**src/rtl/coses_pkg.sv**
```systemverilog
package coses_pkg;

    // Field and state widths
    localparam int ID_BITS       = 16;
    localparam int FRACTION_BITS = 16;
    localparam int TIME_W        = 32;
    localparam int CFG_W         = 16;
    localparam int CFG_IDX_W     = 1;
    localparam int ELAPSED_W     = 16;
    localparam int REPLY_ID_W    = 16;
    localparam int REQ_ID_W      = 16;
    localparam int WT_W          = 40;
    localparam int EST_W         = TIME_W + 1;

    // Id compare width covers both the reply field and the counter
    localparam int ID_CMP_W = (ID_BITS > REPLY_ID_W) ? ID_BITS : REPLY_ID_W;

    // Mean is signed Q32.F
    localparam int MEAN_W = TIME_W + FRACTION_BITS;

    // Weight numerator is 100 in QF; 100 needs 7 bits
    localparam int WSCALE_W = 7;
    localparam int WGT_W    = FRACTION_BITS + WSCALE_W;

    // Offset in half-ms (2d - p) needs TIME_W + 2 bits, scaled by 2^(F-1)
    localparam int OFF_W  = TIME_W + 2 + FRACTION_BITS - 1;
    localparam int MAG_W  = OFF_W + 1;
    localparam int UPD_W  = MAG_W + 1;
    localparam int PROD_W = MAG_W + WGT_W;
    localparam int DEN_W  = WT_W + 1;

    // Serial step counters
    localparam int CNT_W  = $clog2(PROD_W + 1);
    localparam int MCNT_W = $clog2(WGT_W + 1);

    localparam logic [WGT_W-1:0]  WEIGHT_NUM  = WGT_W'(100) << FRACTION_BITS;
    localparam logic [WT_W-1:0]   WEIGHT_MAX  = '1;
    localparam logic [MEAN_W-1:0] TRUNC_BIAS  = (MEAN_W'(1) << FRACTION_BITS) - MEAN_W'(1);
    localparam logic [TIME_W-1:0] EST_BIAS    = TIME_W'(4);
    localparam logic [CFG_W-1:0]  PERIOD_RST  = CFG_W'(1000);
    localparam logic [CFG_W-1:0]  MAX_PING_RST = CFG_W'(200);

    // Configuration register indexes
    typedef enum logic [CFG_IDX_W-1:0] {
        CFG_PERIOD   = 1'b0,
        CFG_MAX_PING = 1'b1
    } t_cfg_idx;

    // Control sequencer states
    typedef enum logic [3:0] {
        S_IDLE,
        S_TICK_ADD,
        S_TICK_CHK,
        S_REPLY,
        S_OFF,
        S_DIFF,
        S_WWAIT,
        S_MULST,
        S_MWAIT,
        S_QWAIT,
        S_UPD,
        S_AVG,
        S_EMIT
    } t_state;

    // Serial divider request
    typedef struct packed {
        logic              start;
        logic [CNT_W-1:0]  count;
        logic [PROD_W-1:0] dividend;
        logic [DEN_W-1:0]  divisor;
    } t_div_req;

    // Serial multiplier request
    typedef struct packed {
        logic             start;
        logic [MAG_W-1:0] mag;
        logic [WGT_W-1:0] weight;
    } t_mul_req;

endpackage

```
**src/rtl/clock_offset_sync_estimator_unit.sv**
```systemverilog
// A tick word passes through S_TICK_ADD, S_TICK_CHK, S_AVG and S_EMIT before its result is
// registered; a reply with a wrong id or an out-of-range round trip passes through S_REPLY, S_AVG and S_EMIT.
// An accepted reply runs a 23-step serial weight division,
// a 23-step serial multiply and a 73-step serial division of the mean update.
// Throughput: one word at a time, taken the cycle after the previous result is registered.
// Reset (synchronous, active low) clears the architectural state and output valid; period 1000 ms, max ping 200 ms.
module clock_offset_sync_estimator_unit
    import coses_pkg::*;
(
    input  logic                     i_clk,
    input  logic                     i_rst_n,
    // configuration
    input  logic                     i_cfg_we,
    input  logic [CFG_IDX_W-1:0]     i_cfg_idx,
    input  logic [CFG_W-1:0]         i_cfg_data,
    // input words
    input  logic                     i_in_valid,
    output logic                     o_in_stall,
    input  logic                     i_mode,
    input  logic [ELAPSED_W-1:0]     i_elapsed_ms,
    input  logic [TIME_W-1:0]        i_local_time_ms,
    input  logic [REPLY_ID_W-1:0]    i_reply_id,
    input  logic [TIME_W-1:0]        i_server_time_ms,
    // result words
    output logic                     o_out_valid,
    input  logic                     i_out_stall,
    output logic                     o_request_issued,
    output logic [REQ_ID_W-1:0]      o_request_id,
    output logic                     o_reply_accepted,
    output logic signed [TIME_W-1:0] o_round_trip_ms,
    output logic                     o_synced,
    output logic signed [TIME_W-1:0] o_offset_average_ms,
    output logic signed [EST_W-1:0]  o_server_time_estimate
);

    t_state r_state, n_state;

    // Configuration and architectural state
    logic [CFG_W-1:0]         r_period;
    logic [CFG_W-1:0]         r_max_ping;
    logic [TIME_W-1:0]        r_acc;
    logic [ID_BITS-1:0]       r_req_num;
    logic [TIME_W-1:0]        r_send;
    logic [TIME_W-1:0]        r_ping;
    logic signed [MEAN_W-1:0] r_mean;
    logic [WT_W-1:0]          r_wt;
    logic                     r_sync;
    logic                     r_issued;
    logic                     r_accepted;
    logic                     r_out_valid;

    // Captured word and work registers
    logic [ELAPSED_W-1:0]     r_elapsed;
    logic [TIME_W-1:0]        r_local;
    logic [REPLY_ID_W-1:0]    r_rid;
    logic [TIME_W-1:0]        r_server;
    logic [TIME_W-1:0]        r_dlt;
    logic signed [OFF_W-1:0]  r_off;
    logic [MAG_W-1:0]         r_mag;
    logic                     r_neg;
    logic [WGT_W-1:0]         r_w;
    logic [DEN_W-1:0]         r_den;
    logic [MAG_W-1:0]         r_q;
    logic signed [TIME_W-1:0] r_avg;

    // Result register
    logic                     r_out_issued;
    logic [REQ_ID_W-1:0]      r_out_req_id;
    logic                     r_out_accepted;
    logic [TIME_W-1:0]        r_out_ping;
    logic                     r_out_synced;
    logic [TIME_W-1:0]        r_out_avg;
    logic [EST_W-1:0]         r_out_est;

    // Combinational datapath
    logic                     in_take;
    logic                     out_free;
    logic [TIME_W:0]          acc_sum;
    logic [TIME_W-1:0]        acc_sat;
    logic [TIME_W-1:0]        period_ext;
    logic                     issue;
    logic                     id_match;
    logic [TIME_W-1:0]        ping;
    logic                     ping_ok;
    logic [TIME_W-1:0]        dlt;
    logic signed [TIME_W+1:0] half_off;
    logic signed [MAG_W-1:0]  diff;
    logic [WGT_W-1:0]         wq;
    logic [WGT_W-1:0]         w_fix;
    logic signed [UPD_W-1:0]  mean_ext;
    logic signed [UPD_W-1:0]  q_ext;
    logic signed [UPD_W-1:0]  mean_sum;
    logic                     mean_ovf;
    logic [MEAN_W-1:0]        mean_sat;
    logic [MEAN_W-1:0]        mean_bias;
    logic [MEAN_W-1:0]        mean_rnd;
    logic [TIME_W-1:0]        est;

    t_div_req                 div_req;
    t_mul_req                 mul_req;
    logic                     div_done;
    logic                     mul_done;
    logic [PROD_W-1:0]        div_quo;
    logic [PROD_W-1:0]        mul_prod;

    coses_div u_div (
        .i_clk      (i_clk),
        .i_rst_n    (i_rst_n),
        .i_req      (div_req),
        .o_done     (div_done),
        .o_quotient (div_quo)
    );

    coses_mul u_mul (
        .i_clk     (i_clk),
        .i_rst_n   (i_rst_n),
        .i_req     (mul_req),
        .o_done    (mul_done),
        .o_product (mul_prod)
    );

    // Handshake
    assign o_in_stall = (r_state != S_IDLE);
    assign in_take    = i_in_valid && (r_state == S_IDLE);
    assign out_free   = !r_out_valid || !i_out_stall;

    // Tick: saturating accumulate, then period check
    assign acc_sum    = {1'b0, r_acc} + (TIME_W + 1)'(r_elapsed);
    assign acc_sat    = acc_sum[TIME_W] ? '1 : acc_sum[TIME_W-1:0];
    assign period_ext = TIME_W'(r_period);
    assign issue      = r_acc >= period_ext;

    // Reply: id match, round trip and server delta
    assign id_match = ID_CMP_W'(r_rid) == ID_CMP_W'(r_req_num);
    assign ping     = r_local - r_send;
    assign ping_ok  = (ping != '0) && (ping <= TIME_W'(r_max_ping));
    assign dlt      = r_server - r_send;

    // Offset in half-ms: 2d - p
    assign half_off = $signed({r_dlt[TIME_W-1], r_dlt, 1'b0}) - $signed({2'b00, r_ping});

    // Offset minus mean
    assign diff = $signed({{(MAG_W-OFF_W){r_off[OFF_W-1]}}, r_off})
                - $signed({{(MAG_W-MEAN_W){r_mean[MEAN_W-1]}}, r_mean});

    // Weight, never below one LSB
    assign wq    = div_quo[WGT_W-1:0];
    assign w_fix = (wq == '0) ? WGT_W'(1) : wq;

    // Mean update with saturation to the Q32.F range
    assign mean_ext = $signed({{(UPD_W-MEAN_W){r_mean[MEAN_W-1]}}, r_mean});
    assign q_ext    = $signed({1'b0, r_q});
    assign mean_sum = r_neg ? (mean_ext - q_ext) : (mean_ext + q_ext);
    assign mean_ovf = (mean_sum[UPD_W-1:MEAN_W-1] != '0) && (mean_sum[UPD_W-1:MEAN_W-1] != '1);
    always_comb begin
        if (!mean_ovf) begin
            mean_sat = mean_sum[MEAN_W-1:0];
        end else if (mean_sum[UPD_W-1]) begin
            mean_sat = {1'b1, {(MEAN_W-1){1'b0}}};
        end else begin
            mean_sat = {1'b0, {(MEAN_W-1){1'b1}}};
        end
    end

    // Mean truncated toward zero to whole ms
    assign mean_bias = r_mean[MEAN_W-1] ? TRUNC_BIAS : '0;
    assign mean_rnd  = r_mean + mean_bias;

    assign est = r_local + r_avg + EST_BIAS;

    // State register
    always_ff @(posedge i_clk) begin
        if (!i_rst_n) begin
            r_state <= S_IDLE;
        end else begin
            r_state <= n_state;
        end
    end

    // Next state and unit requests
    always_comb begin
        n_state          = r_state;
        div_req.start    = 1'b0;
        div_req.count    = CNT_W'(PROD_W);
        div_req.dividend = mul_prod;
        div_req.divisor  = r_den;
        mul_req.start    = 1'b0;
        mul_req.mag      = r_mag;
        mul_req.weight   = r_w;
        unique case (r_state)
            S_IDLE: begin
                if (in_take) begin
                    n_state = i_mode ? S_REPLY : S_TICK_ADD;
                end
            end
            S_TICK_ADD: n_state = S_TICK_CHK;
            S_TICK_CHK: n_state = S_AVG;
            S_REPLY: begin
                n_state = (id_match && ping_ok) ? S_OFF : S_AVG;
            end
            S_OFF: begin
                div_req.start    = 1'b1;
                div_req.count    = CNT_W'(WGT_W);
                div_req.dividend = {WEIGHT_NUM, {(PROD_W-WGT_W){1'b0}}};
                div_req.divisor  = DEN_W'(r_ping);
                n_state          = S_DIFF;
            end
            S_DIFF: n_state = S_WWAIT;
            S_WWAIT: begin
                if (div_done) begin
                    n_state = S_MULST;
                end
            end
            S_MULST: begin
                mul_req.start = 1'b1;
                n_state       = S_MWAIT;
            end
            S_MWAIT: begin
                if (mul_done) begin
                    div_req.start = 1'b1;
                    n_state       = S_QWAIT;
                end
            end
            S_QWAIT: begin
                if (div_done) begin
                    n_state = S_UPD;
                end
            end
            S_UPD: n_state = S_AVG;
            S_AVG: n_state = S_EMIT;
            S_EMIT: begin
                if (out_free) begin
                    n_state = S_IDLE;
                end
            end
            default: n_state = S_IDLE;
        endcase
    end

    // Configuration and architectural state
    always_ff @(posedge i_clk) begin
        if (!i_rst_n) begin
            r_period    <= PERIOD_RST;
            r_max_ping  <= MAX_PING_RST;
            r_acc       <= '0;
            r_req_num   <= '0;
            r_send      <= '0;
            r_ping      <= '0;
            r_mean      <= '0;
            r_wt        <= '0;
            r_sync      <= 1'b0;
            r_issued    <= 1'b0;
            r_accepted  <= 1'b0;
            r_out_valid <= 1'b0;
        end else begin
            if (i_cfg_we) begin
                unique case (i_cfg_idx)
                    CFG_PERIOD:   r_period   <= i_cfg_data;
                    CFG_MAX_PING: r_max_ping <= i_cfg_data;
                    default: ;
                endcase
            end
            if (in_take) begin
                r_issued   <= 1'b0;
                r_accepted <= 1'b0;
            end
            case (r_state)
                S_TICK_ADD: r_acc <= acc_sat;
                S_TICK_CHK: begin
                    if (issue) begin
                        r_send    <= r_local;
                        r_req_num <= r_req_num + ID_BITS'(1);
                        r_acc     <= r_acc - period_ext;
                        r_issued  <= 1'b1;
                    end
                end
                S_REPLY: begin
                    if (id_match) begin
                        r_ping <= ping;
                    end
                end
                S_UPD: begin
                    r_mean     <= $signed(mean_sat);
                    r_wt       <= r_den[WT_W] ? WEIGHT_MAX : r_den[WT_W-1:0];
                    r_sync     <= 1'b1;
                    r_accepted <= 1'b1;
                end
                default: ;
            endcase
            // result register
            if (r_state == S_EMIT && out_free) begin
                r_out_valid <= 1'b1;
            end else if (!i_out_stall) begin
                r_out_valid <= 1'b0;
            end
        end
    end

    // Captured word and work registers
    always_ff @(posedge i_clk) begin
        if (in_take) begin
            r_elapsed <= i_elapsed_ms;
            r_local   <= i_local_time_ms;
            r_rid     <= i_reply_id;
            r_server  <= i_server_time_ms;
        end
        case (r_state)
            S_REPLY: r_dlt <= dlt;
            S_OFF:   r_off <= {half_off, {(FRACTION_BITS-1){1'b0}}};
            S_DIFF: begin
                r_neg <= diff[MAG_W-1];
                r_mag <= diff[MAG_W-1] ? MAG_W'(-diff) : MAG_W'(diff);
            end
            S_WWAIT: begin
                if (div_done) begin
                    r_w <= w_fix;
                end
            end
            S_MULST: r_den <= DEN_W'(r_wt) + DEN_W'(r_w);
            S_QWAIT: begin
                if (div_done) begin
                    r_q <= div_quo[MAG_W-1:0];
                end
            end
            S_AVG:   r_avg <= $signed(mean_rnd[MEAN_W-1:FRACTION_BITS]);
            S_EMIT: begin
                if (out_free) begin
                    r_out_issued   <= r_issued;
                    r_out_req_id   <= REQ_ID_W'(r_req_num);
                    r_out_accepted <= r_accepted;
                    r_out_ping     <= r_ping;
                    r_out_synced   <= r_sync;
                    r_out_avg      <= r_avg;
                    r_out_est      <= r_sync ? {1'b0, est} : '1;
                end
            end
            default: ;
        endcase
    end

    assign o_out_valid            = r_out_valid;
    assign o_request_issued       = r_out_issued;
    assign o_request_id           = r_out_req_id;
    assign o_reply_accepted       = r_out_accepted;
    assign o_round_trip_ms        = $signed(r_out_ping);
    assign o_synced               = r_out_synced;
    assign o_offset_average_ms    = $signed(r_out_avg);
    assign o_server_time_estimate = $signed(r_out_est);

    // An accepted reply word always reports synced
    a_accept_synced: assert property (@(posedge i_clk) disable iff (!i_rst_n)
        o_out_valid && o_reply_accepted |-> o_synced)
        else $error("accepted reply without sync");

    // A word is either a tick or a reply
    a_issue_accept_excl: assert property (@(posedge i_clk) disable iff (!i_rst_n)
        o_out_valid |-> !(o_request_issued && o_reply_accepted))
        else $error("request and accept in one word");

    // Total weight never decreases
    a_weight_mono: assert property (@(posedge i_clk) disable iff (!i_rst_n)
        $past(i_rst_n) |-> r_wt >= $past(r_wt))
        else $error("total weight decreased");

    // Sync flag is sticky
    a_sync_sticky: assert property (@(posedge i_clk) disable iff (!i_rst_n)
        $past(i_rst_n) && $past(r_sync) |-> r_sync)
        else $error("sync flag dropped");

    // Once synced the weight is at least one LSB
    a_sync_weight: assert property (@(posedge i_clk) disable iff (!i_rst_n)
        r_sync |-> r_wt != '0)
        else $error("synced with zero weight");

endmodule

```
**src/rtl/coses_mul.sv**
```systemverilog
module coses_mul
    import coses_pkg::*;
(
    input  logic              i_clk,
    input  logic              i_rst_n,
    input  t_mul_req          i_req,
    output logic              o_done,
    output logic [PROD_W-1:0] o_product
);

    logic [PROD_W-1:0] r_p;
    logic [MAG_W-1:0]  r_mag;
    logic [MCNT_W-1:0] r_cnt;
    logic              r_busy;
    logic              r_done;
    logic [MAG_W:0]    part_sum;

    // One multiplier bit per cycle, LSB first; product shifts down
    assign part_sum = {1'b0, r_p[PROD_W-1:WGT_W]} + (r_p[0] ? {1'b0, r_mag} : '0);

    // Control
    always_ff @(posedge i_clk) begin
        if (!i_rst_n) begin
            r_busy <= 1'b0;
            r_done <= 1'b0;
        end else begin
            r_done <= 1'b0;
            if (i_req.start) begin
                r_busy <= 1'b1;
            end else if (r_busy && r_cnt == MCNT_W'(1)) begin
                r_busy <= 1'b0;
                r_done <= 1'b1;
            end
        end
    end

    // Datapath
    always_ff @(posedge i_clk) begin
        if (i_req.start) begin
            r_p   <= {{MAG_W{1'b0}}, i_req.weight};
            r_mag <= i_req.mag;
            r_cnt <= MCNT_W'(WGT_W);
        end else if (r_busy) begin
            r_p   <= {part_sum, r_p[WGT_W-1:1]};
            r_cnt <= r_cnt - MCNT_W'(1);
        end
    end

    assign o_done    = r_done;
    assign o_product = r_p;

endmodule

```
**src/rtl/coses_div.sv**
```systemverilog
module coses_div
    import coses_pkg::*;
(
    input  logic              i_clk,
    input  logic              i_rst_n,
    input  t_div_req          i_req,
    output logic              o_done,
    output logic [PROD_W-1:0] o_quotient
);

    logic [PROD_W-1:0] r_q;
    logic [DEN_W-1:0]  r_rem;
    logic [DEN_W-1:0]  r_den;
    logic [CNT_W-1:0]  r_cnt;
    logic              r_busy;
    logic              r_done;
    logic [DEN_W:0]    trial;
    logic [DEN_W:0]    trial_sub;
    logic              fits;

    // Restoring step: one dividend bit in, one quotient bit out
    assign trial     = {r_rem, r_q[PROD_W-1]};
    assign trial_sub = trial - {1'b0, r_den};
    assign fits      = trial >= {1'b0, r_den};

    // Control
    always_ff @(posedge i_clk) begin
        if (!i_rst_n) begin
            r_busy <= 1'b0;
            r_done <= 1'b0;
        end else begin
            r_done <= 1'b0;
            if (i_req.start) begin
                r_busy <= 1'b1;
            end else if (r_busy && r_cnt == CNT_W'(1)) begin
                r_busy <= 1'b0;
                r_done <= 1'b1;
            end
        end
    end

    // Datapath: dividend and quotient share one shift register
    always_ff @(posedge i_clk) begin
        if (i_req.start) begin
            r_q   <= i_req.dividend;
            r_rem <= '0;
            r_den <= i_req.divisor;
            r_cnt <= i_req.count;
        end else if (r_busy) begin
            r_q   <= {r_q[PROD_W-2:0], fits};
            r_rem <= fits ? trial_sub[DEN_W-1:0] : trial[DEN_W-1:0];
            r_cnt <= r_cnt - CNT_W'(1);
        end
    end

    assign o_done     = r_done;
    assign o_quotient = r_q;

endmodule
```
**config.mk**
```make
export PLATFORM = sky130hd
export DESIGN_NAME = clock_offset_sync_estimator_unit
export DESIGN_NICKNAME = d
export VERILOG_FILES = /design/src/rtl/coses_pkg.sv /design/src/rtl/clock_offset_sync_estimator_unit.sv /design/src/rtl/coses_mul.sv /design/src/rtl/coses_div.sv
export SDC_FILE = /design/constraint.sdc
export NUM_CORES = 2
export LEC_CHECK = 0
export BUFFER_PORTS_ARGS = -buffer_cell sky130_fd_sc_hd__buf_4
export CAP_MARGIN = 0
export CORE_AREA = 5 5 500 255
export DETAILED_ROUTE_END_ITERATION = 6
export DIE_AREA = 0 0 505 260
export PLACE_DENSITY = 0.66
export SLEW_MARGIN = 10
export SYNTH_ARGS = -nofsm -noshare
export SYNTH_HDL_FRONTEND = slang
export SYNTH_HIERARCHICAL = 1
export SYNTH_SLANG_ARGS = --single-unit
```
**constraint.sdc**
```tcl
create_clock -name i_clk -period 12.9 [get_ports i_clk]
set_clock_uncertainty 0.1 [all_clocks]
set_input_delay 0.645 -clock i_clk [delete_from_list [all_inputs] [get_ports i_clk]]
set_output_delay 0.645 -clock i_clk [all_outputs]
set_load 0.01 [all_outputs]
```
==> run_results.csv <==
group,metric,value,unit
worst_setup_path,rr_startpoint,"r_q[8]",
worst_setup_path,crit_end,"r_mean[3]",
route,route.detailed.drc,8,
power,leakage,26.7,nW
route,drt-total-wl,203000,um
cells_and_area,final_cell_area,0.0685,mm^2
worst_setup_path,r2r_slack,4.60,ns
floorplanning,initial_core_util,49.7,%
cts,ctsLongestPathBuffers,3,
global_route,grt_remaining_overflow,0,
route,vias_per_cell,6.20,
route,via_count,50200,
synth,synth_cell_types,122,
global_route,grt_use_total,29.9,%
synth,synthFlopType,"edfxtp_1",
synth,yosysSeqAreaShare,44.2,%
worst_setup_path,critical_path_buf_inv_count,0,
timing,setup_slack,4.60,ns
floorplanning,die_area,0.131,mm^2
floorplanning,die_h,260,um
power,p_per_area,191,mW/mm^2
timing,rsz0062_at_grt,"false",
power,finalPower,13.1,mW
placed_design,dp_slack,5.07,ns
cells_and_area,fin_cells,8105,
timing,fin_crit_sh,64.4,%
worst_setup_path,worst_path_max_delay_cell,"o311ai_1",
placed_design,portBuffers,236,
synth,syn_nets,6721,
worst_hold_path,hold_path.class,"in -> reg",
cts,clk_latency,0.72,ns
placed_design,place_inst,7824,
route,wl_per_cell,25.0,um
cells_and_area,drive_above_1_share,10.9,%
timing,period_minus_slack,8.30,ns
floorplanning,die_x,505,um
worst_setup_path,critPathKind,"reg -> reg",
worst_hold_path,min-delay-start,"i_cfg_data[6]",
synth,synth_seq_cells,1009,
global_route,grt_pass1_wl,299000,um
timing,tightest_slew,1.28,ns
timing,tns,0,ns
cts,cts_tree,"built",
worst_setup_path,critPathRequiredTime,13.46,ns
synth,yosys_warnings,6,
timing,setup_violations,0,
worst_setup_path,critPathCaptureType,"flip-flop",
power,peakVddDrop,143,uV
worst_setup_path,startpoint,"r_q[8]",
synth,synth-edff-count,669,
cts,htree_levels,3,
timing,drv_slew,0,
global_route,grt_antenna_before_repair,13,
cts,root_buffer,"clkbuf_16",
cts,numCtsBuffers,97,
floorplanning,core_area,0.122,mm^2
timing,hold_ws,0.0712,ns
synth,synth_top_area_share,33.0,%
cells_and_area,num-nets-final,6943,
timing,hold_viol_final,0,
worst_setup_path,crit_family,"simple AND/OR/NAND/NOR gates",
cells_and_area,finish.utilization,56.0,%
placed_design,routabilityCongestion,1.02,
synth,syn-cell-area,0.0608,mm^2
cts,clkSlewWorstSetupHoldPaths,0.07,ns
placed_design,hpwl,155000,um
status,status,"complete, but fails checks",
worst_setup_path,cp_num_cells,20,
route,first_pass_iters,7,
floorplanning,ioPinCount,237,
status,violations,"design-rule violations",
floorplanning,rows,91,
global_route,grt_pass1_vias,45400,
worst_setup_path,path_cells,"or4_1 > or3_1 > nand2b_1 > nor2_1 > nand2_1 > nor3_1 > nand2_1 > o41ai_1 > xor2_1 > ha_1 > and2_1 > nand3_1 > nor4_1 > and2_1 > o21ai_0 > and4_1 > or2_0 > o311ai_1 > and2_1 > a221o_2",
synth,synthTopCellsByArea,"edfxtp_1, dfxtp_1, ha_1",
global_route,grt_max_degree,132,
job,cap_violations,0,
route,final_antenna_net_count,0,
placed_design,dpl_cell_area,0.0641,mm^2
worst_setup_path,r2r_end,"r_mean[3]",
synth,synth_top_cells_by_count,"edfxtp_1, nand2_1, a21oi_1, nor2_1, ha_1",
cts,clkSinkCount,1009,
timing,slew_headroom,13.3,%
cells_and_area,area_growth_syn_to_layout,12.7,%
synth,synth.most_common_cell,"edfxtp_1",
worst_setup_path,cp.arrival,8.86,ns
synth,synth.avg_cell_area,9.86,um^2
worst_setup_path,critPathLaunchType,"flip-flop",
worst_setup_path,crit_top_cell,"and2_1",
synth,yosysTopAreaCell,"edfxtp_1",
cts,post-cts-setup-buffers,0,
synth,async_reset_ff_share,0,%
worst_setup_path,critical_path.max_stage_delay,1.06,ns
synth,netlist_instances,6170,
worst_setup_path,cp_max_fo,24,
timing,fmax,120,MHz
route,drtIter0Drc,6955,
worst_setup_path,reg2reg_depth,20,
## sequential cells by signal, indices dropped and copies added (netlist names), 33 cells and up
name	cells
u_div/r_rem	41
r_mag	50
u_mul/r_mag	50
r_den	41
r_q	50
r_mean	48
u_div/o_quotient	73
r_wt	40
r_off	34
o_server_time_estimate	33
u_mul/o_product	73
u_div/r_den	41
## cell type report
class / count / area [um^2]
sequential: 1009 / 26900
tap: 1627 / 2040
multi-input combinational: 4574 / 31700
clock buffer: 130 / 2820
inverter: 320 / 1210
timing repair buffer: 390 / 3180
fill: 10700 / 53900
clock inverter: 54 / 666
antenna: 1 / 2.50
## what timing repair did
action                    CTS  global route
hold buffers               96             0
hold endpoints to repair   96             0
resized for setup           0             0
## cells by family after synthesis
family                     Yosys count  synth area share [%]
DFF                               1009                  44.2
and+or+nand+nor                   1895                  15.4
muxes                              191                  3.42
buffers and inverters              587                  3.82
other                                2                0.0124
AOI/OAI and AO/OA                 1579                  17.2
adders and majority gates          432                  9.01
xor gates and xnor gates           475                  6.84
## worst min-delay path, cell delays in order
cell and delay [ns]:
buf_4 0.09, nand2_1 0.04, o211ai_1 0.07
## per-layer routing
metal / share of wire, % / vias to the layer above / GRT usage [%] / routed length [um]
li1: - / 23100 / - / -
met1: 51 / 24300 / 51.2 / 103000
met2: 34 / 2585 / 35.1 / 69400
met3: 13 / 200 / 9.05 / 26600
met4: 1.6 / 8 / 4.97 / 3320
met5: 0.065 / - / 0.475 / 131
## cell usage in the layout (no fill, tap or decap), drive strengths merged, types with 19 or more instances in the layout
master and instances:
nor2b 60, a21boi 29, mux2i 59, nand3 120, o21a 75, clkbuf 130
nor2 452, dfxtp 340, o2111ai 19, o21bai 51, a221o 27, buf 294
edfxtp 669, o211ai 39, and3 63, xnor2 310, clkinv 33, dlygate4sd3 96
a31oi 65, xor2 165, and2 164, a21o 179, ha 422, or2 32
nor3 205, o31ai 55, a211o 20, a211oi 71, or3 46, mux2 132
inv 326, nand4 81, o21ai 265, nand2b 55, nand2 487, and4 19
nor4 48, a21oi 472
## report_power, final
part / internal, mW / switching [mW]
clock network: 1.79 / 1.37
logic: 2.07 / 3.53
registers: 3.96 / 0.366
total: 7.82 / 5.26
## worst min path at each step
stage | to | slack, ns | cells after the start
after detailed placement | u_mul/r_mag[15] | 0.30 | 0
after global placement | u_mul/r_mag[5] | 0.30 | 0
after floorplan | u_mul/r_mag[0] | 0.30 | 0
final | r_period[6] | 0.07 | 3
after CTS | r_period[6] | 0.02 | 3
after global routing | r_max_ping[7] | 0.05 | 3
Power figures use the tool's default switching activity.
